==> src/rtl/ptms_pkg.sv <==
// Package with shared constants, types and state codes of the pixel statistics block.
`timescale 1ns / 1ps
package ptms_pkg;
  localparam int MaxPixels = 4096;
  localparam int MaxFrames = 1024;
  localparam int SampleWidth = 16;
  localparam int PixW = $clog2(MaxPixels);
  localparam int SumW = 26;
  localparam int SqW = 42;
  localparam int NpW = 13;
  localparam int NtW = 11;

  localparam logic CFG_NUM_PIXELS = 1'b0;
  localparam logic CFG_NUM_FRAMES = 1'b1;

  typedef enum logic [2:0] {
    ST_IDLE, ST_READ, ST_CALC, ST_DIV, ST_SQRT, ST_OUT
  } state_t;

  typedef struct packed {
    logic capture;
    logic wr;
    logic calc;
    logic div_start;
    logic sqrt_start;
    logic out_load;
  } cmd_t;

  typedef struct packed {
    logic last_frame;
    logic div_done;
    logic sqrt_done;
  } stat_t;
endpackage

==> src/rtl/ptms_ctrl.sv <==
// Controller state machine that sequences each sample beat through the datapath.
`timescale 1ns / 1ps
module ptms_ctrl (
  input  logic            clk,
  input  logic            rst_n,
  input  logic            in_valid,
  output logic            in_ready,
  input  logic            cfg_valid,
  output logic            cfg_ready,
  input  logic            out_busy,
  input  ptms_pkg::stat_t stat,
  output ptms_pkg::cmd_t  cmd
);
  ptms_pkg::state_t state_r, state_nxt;

  always_ff @(posedge clk) begin
    if (!rst_n) begin
      state_r <= ptms_pkg::ST_IDLE;
    end else begin
      state_r <= state_nxt;
    end
  end

  always_comb begin
    state_nxt = state_r;
    unique case (state_r)
      ptms_pkg::ST_IDLE: if (in_valid && !cfg_valid) state_nxt = ptms_pkg::ST_READ;
      ptms_pkg::ST_READ: begin
        if (stat.last_frame) state_nxt = ptms_pkg::ST_CALC;
        else state_nxt = ptms_pkg::ST_IDLE;
      end
      ptms_pkg::ST_CALC: state_nxt = ptms_pkg::ST_DIV;
      ptms_pkg::ST_DIV: if (stat.div_done) state_nxt = ptms_pkg::ST_SQRT;
      ptms_pkg::ST_SQRT: if (stat.sqrt_done) state_nxt = ptms_pkg::ST_OUT;
      ptms_pkg::ST_OUT: if (!out_busy) state_nxt = ptms_pkg::ST_IDLE;
      default: state_nxt = ptms_pkg::ST_IDLE;
    endcase
  end

  always_comb begin
    cmd = '0;
    in_ready = 1'b0;
    cfg_ready = 1'b0;
    unique case (state_r)
      ptms_pkg::ST_IDLE: begin
        in_ready = !cfg_valid;
        cfg_ready = 1'b1;
        cmd.capture = in_valid && !cfg_valid;
      end
      ptms_pkg::ST_READ: cmd.wr = 1'b1;
      ptms_pkg::ST_CALC: begin
        cmd.calc = 1'b1;
        cmd.div_start = 1'b1;
      end
      ptms_pkg::ST_DIV: cmd.sqrt_start = stat.div_done;
      ptms_pkg::ST_SQRT: ;
      ptms_pkg::ST_OUT: cmd.out_load = !out_busy;
      default: ;
    endcase
  end
endmodule

==> config.mk <==
export PLATFORM = sky130hd
export DESIGN_NAME = ptms_ctrl
export DESIGN_NICKNAME = d
export VERILOG_FILES = /design/src/rtl/ptms_pkg.sv /design/src/rtl/ptms_ctrl.sv
export SDC_FILE = /design/constraint.sdc
export NUM_CORES = 1
export LEC_CHECK = 0
export CORE_AREA = 2 2 39 41
export CTS_CLUSTER_DIAMETER = 40
export CTS_CLUSTER_SIZE = 14
export DETAILED_ROUTE_END_ITERATION = 12
export DIE_AREA = 0 0 41 43
export DONT_BUFFER_PORTS = 1
export SLEW_MARGIN = 20
export SYNTH_ARGS = -nofsm -noshare
export SYNTH_HDL_FRONTEND = slang
export SYNTH_SLANG_ARGS = --single-unit
export TNS_END_PERCENT = 10
==> constraint.sdc <==
create_clock -name clk -period 1.08 [get_ports clk]
set_clock_uncertainty 0.1 [all_clocks]
set_input_delay 0.054 -clock clk [delete_from_list [all_inputs] [get_ports clk]]
set_output_delay 0.054 -clock clk [all_outputs]
set_load 0.01 [all_outputs]
==> impl_metrics.env <==
export IMPL_fin_hold_ws_ns=-0.0343
export IMPL_track_usage_pct=11.5
export IMPL_top_regs="state_r (3)"
export IMPL_cts_path_max_buffers=2
export IMPL_setup_violations=10
export IMPL_drt_iter0_drc=4
export IMPL_port_buffers=0
export IMPL_seqCellArea_um2=71.3
export IMPL_area_growth_synth_to_final_pct=102
export IMPL_h_tree_depth=1
export IMPL_dieHeight_um=43
export IMPL_die_x_um=41
export IMPL_violations="hold timing, setup timing"
export IMPL_ant_nets=0
export IMPL_maxSlewViolCount=0
export IMPL_first_pass_iters=2
export IMPL_ios=16
export IMPL_clk_pin_slew_ns=0.04
export IMPL_fillers=140
export IMPL_multiInputGateArea_um2=231
export IMPL_initial_core_util_pct=17.7
export IMPL_vias=258
export IMPL_wl_per_cell_um=13.5
export IMPL_cts_tree="done"
export IMPL_irDropWorstVdd_mv=0.358
export IMPL_hold_viol=1
export IMPL_dpl_instance_area_um2=313
export IMPL_finalCritPeriodShare_pct=112
export IMPL_max_cap_violations=0
export IMPL_cts_sinks=3
export IMPL_rsz0062_at_grt="true"
export IMPL_avgSynthCellArea_um2=9.08
export IMPL_fin_area_um2=495
export IMPL_cellLeakagePower_uw=0.000183
export IMPL_end_kind="output pin"
export IMPL_grt_pass1_wl_um=1260
export IMPL_crit_type="reg -> out"
export IMPL_critPathMaxFanout=6
export IMPL_syn_area_um2=245
export IMPL_cts_hold_buf=4
export IMPL_largest_reg_flops=3
export IMPL_netlist_cell_type_count=18
export IMPL_fmax_mhz=824
export IMPL_tightest_slew_ns=0.305
export IMPL_total_power_uw=432
export IMPL_dp_hpwl_um=444
export IMPL_run_status="complete, but fails checks"
export IMPL_fin_ws_ns=-0.134
export IMPL_syn_nets=35
export IMPL_largest_register="state_r"
export IMPL_grt_max_degree=9
export IMPL_ys_seq_area_share_pct=24.5
export IMPL_drc_errors=0
export IMPL_grt_overflow_total=0
export IMPL_die_area_um2=1760
export IMPL_antenna_found_initial=0
export IMPL_clk_latency_ns=0.23
export IMPL_drive_gt1_share_pct=71.4
export IMPL_nNetsFinal=51
export IMPL_synthCells=27
export IMPL_core_um2=1380
export IMPL_period_needed_ns=1.21
export IMPL_setup_tns_ns=-0.947
export IMPL_vias_per_cell=4.45
export IMPL_cp_required_ns=0.93
export IMPL_place_gp_congestion=0.780
export IMPL_grt_pass1_vias=261
export IMPL_fin_util_pct=35.8
export IMPL_slew_headroom_pct=79.6
export IMPL_power_density_nw_per_um2=871
export IMPL_hold_path_class="in -> reg"
export IMPL_clockRootBuffer="clkbuf_4"
export IMPL_ys_ff_latch=3
export IMPL_yosys_warnings=0
export IMPL_cts_buffers=3
export IMPL_start_kind="register"
export IMPL_row_count=14
export IMPL_cp_arrival_ns=1.06
export IMPL_wl_um=785
export IMPL_antenna_cells=0
-- final cells by class --
type                    count  area share, %
clock buffers               4           5.30
multi-input cells          20           46.7
flip-flops and latches      3           14.4
well taps                  16           4.04
repair buffers             15           29.5
-- power breakdown --
| group | total (uW) | internal (uW) | switching [uW] |
|---|---|---|---|
| clock network | 195 | 138 | 56.4 |
| logic | 116 | 70.6 | 45.2 |
| registers | 121 | 111 | 9.68 |
| total | 432 | 320 | 111 |
-- layout by cell type, fill, tap and decap left out, drive strengths merged --
| master | synthesis | routed |
|---|---|---|
| buf | 4 | 11 |
| dlygate4sd3 | 0 | 4 |
| clkbuf | 0 | 4 |
| nor3b | 4 | 4 |
| dfxtp | 3 | 3 |
| nor4 | 2 | 2 |
| nand3b | 2 | 2 |
| nand2 | 2 | 2 |
| nand2b | 2 | 2 |
| nor3 | 1 | 1 |
| and4bb | 1 | 1 |
| a21oi | 1 | 1 |
| nor2b | 1 | 1 |
| o21a | 1 | 1 |
| a2bb2oi | 1 | 1 |
| mux2i | 1 | 1 |
| o22ai | 1 | 1 |
-- worst max-delay path, cell delays in order, from the launching register on --
cell and delay [ns]:
dfxtp_4 0.38, nor4_4 0.28, buf_4 0.16
-- stage by stage --
stage | hold WS (ns) | std cells | worst slack [ns]
2_1_floorplan | 0.0546 | 27 | 0.0284
3_3_place_gp | 0.0750 | 46 | 0.0292
3_5_place_dp | 0.0809 | 46 | 0.0102
4_1_cts | -0.0767 | 58 | -0.115
5_1_grt | -0.0276 | 58 | -0.167
6_report | -0.0343 | 58 | -0.134
-- cell families after synthesis --
family | after synthesis | synth area share [%]
mux | 1 | 4.08
simple gates | 15 | 48.5
flops | 3 | 24.5
buf+inv | 4 | 11.7
compound gates | 4 | 11.2
-- synthesized netlist by cell type --
| cell | number | area share, % |
|---|---|---|
| a2bb2oi_1 | 1 | 3.6 |
| buf_2 | 2 | 4.1 |
| nor3_1 | 1 | 2.0 |
| dfxtp_1 | 3 | 24 |
| o21a_1 | 1 | 3.1 |
| and4bb_2 | 1 | 5.1 |
| mux2i_1 | 1 | 4.1 |
| nor2b_4 | 1 | 5.6 |
| nor3b_1 | 2 | 6.1 |
| a21oi_1 | 1 | 2.0 |
| nand2_1 | 2 | 3.1 |
| nor4_1 | 2 | 5.1 |
| buf_6 | 1 | 4.6 |
| buf_4 | 1 | 3.1 |
| o22ai_1 | 1 | 2.6 |
| nand3b_1 | 2 | 6.1 |
| nand2b_1 | 2 | 5.1 |
| nor3b_2 | 2 | 10 |
-- what timing repair did --
| item | in CTS | in global routing |
|---|---|---|
| pin swaps | 6 | 1 |
| gates resized for setup | 19 | 3 |
| hold endpoints to repair | 3 | 1 |
| setup endpoints to repair | 8 | 10 |
| setup buffers | 4 | 0 |
-- layer usage --
| metal | part of all wire, % | global-route usage, % |
|---|---|---|
| met1 | 35 | 10.9 |
| met2 | 61 | 19.4 |
| met3 | 4.1 | 5.24 |
| met4 | 0 | 6.00 |
| met5 | 0 | 0 |
-- worst paths after layout --
kind                            slack, ns                      end  depth (start not counted)                     from
worst max register to register      -0.08  state_r[2]$_SDFFE_PN0P_                          4  state_r[2]$_SDFFE_PN0P_
worst min-delay path                -0.03  state_r[1]$_SDFFE_PN0P_                          3                  stat[1]
worst max-delay path                -0.13                   cmd[5]                          2  state_r[2]$_SDFFE_PN0P_
worst min register to register       0.52  state_r[1]$_SDFFE_PN0P_                          3  state_r[0]$_SDFFE_PN0P_
No activity file was read; power rests on OpenSTA's default activity.
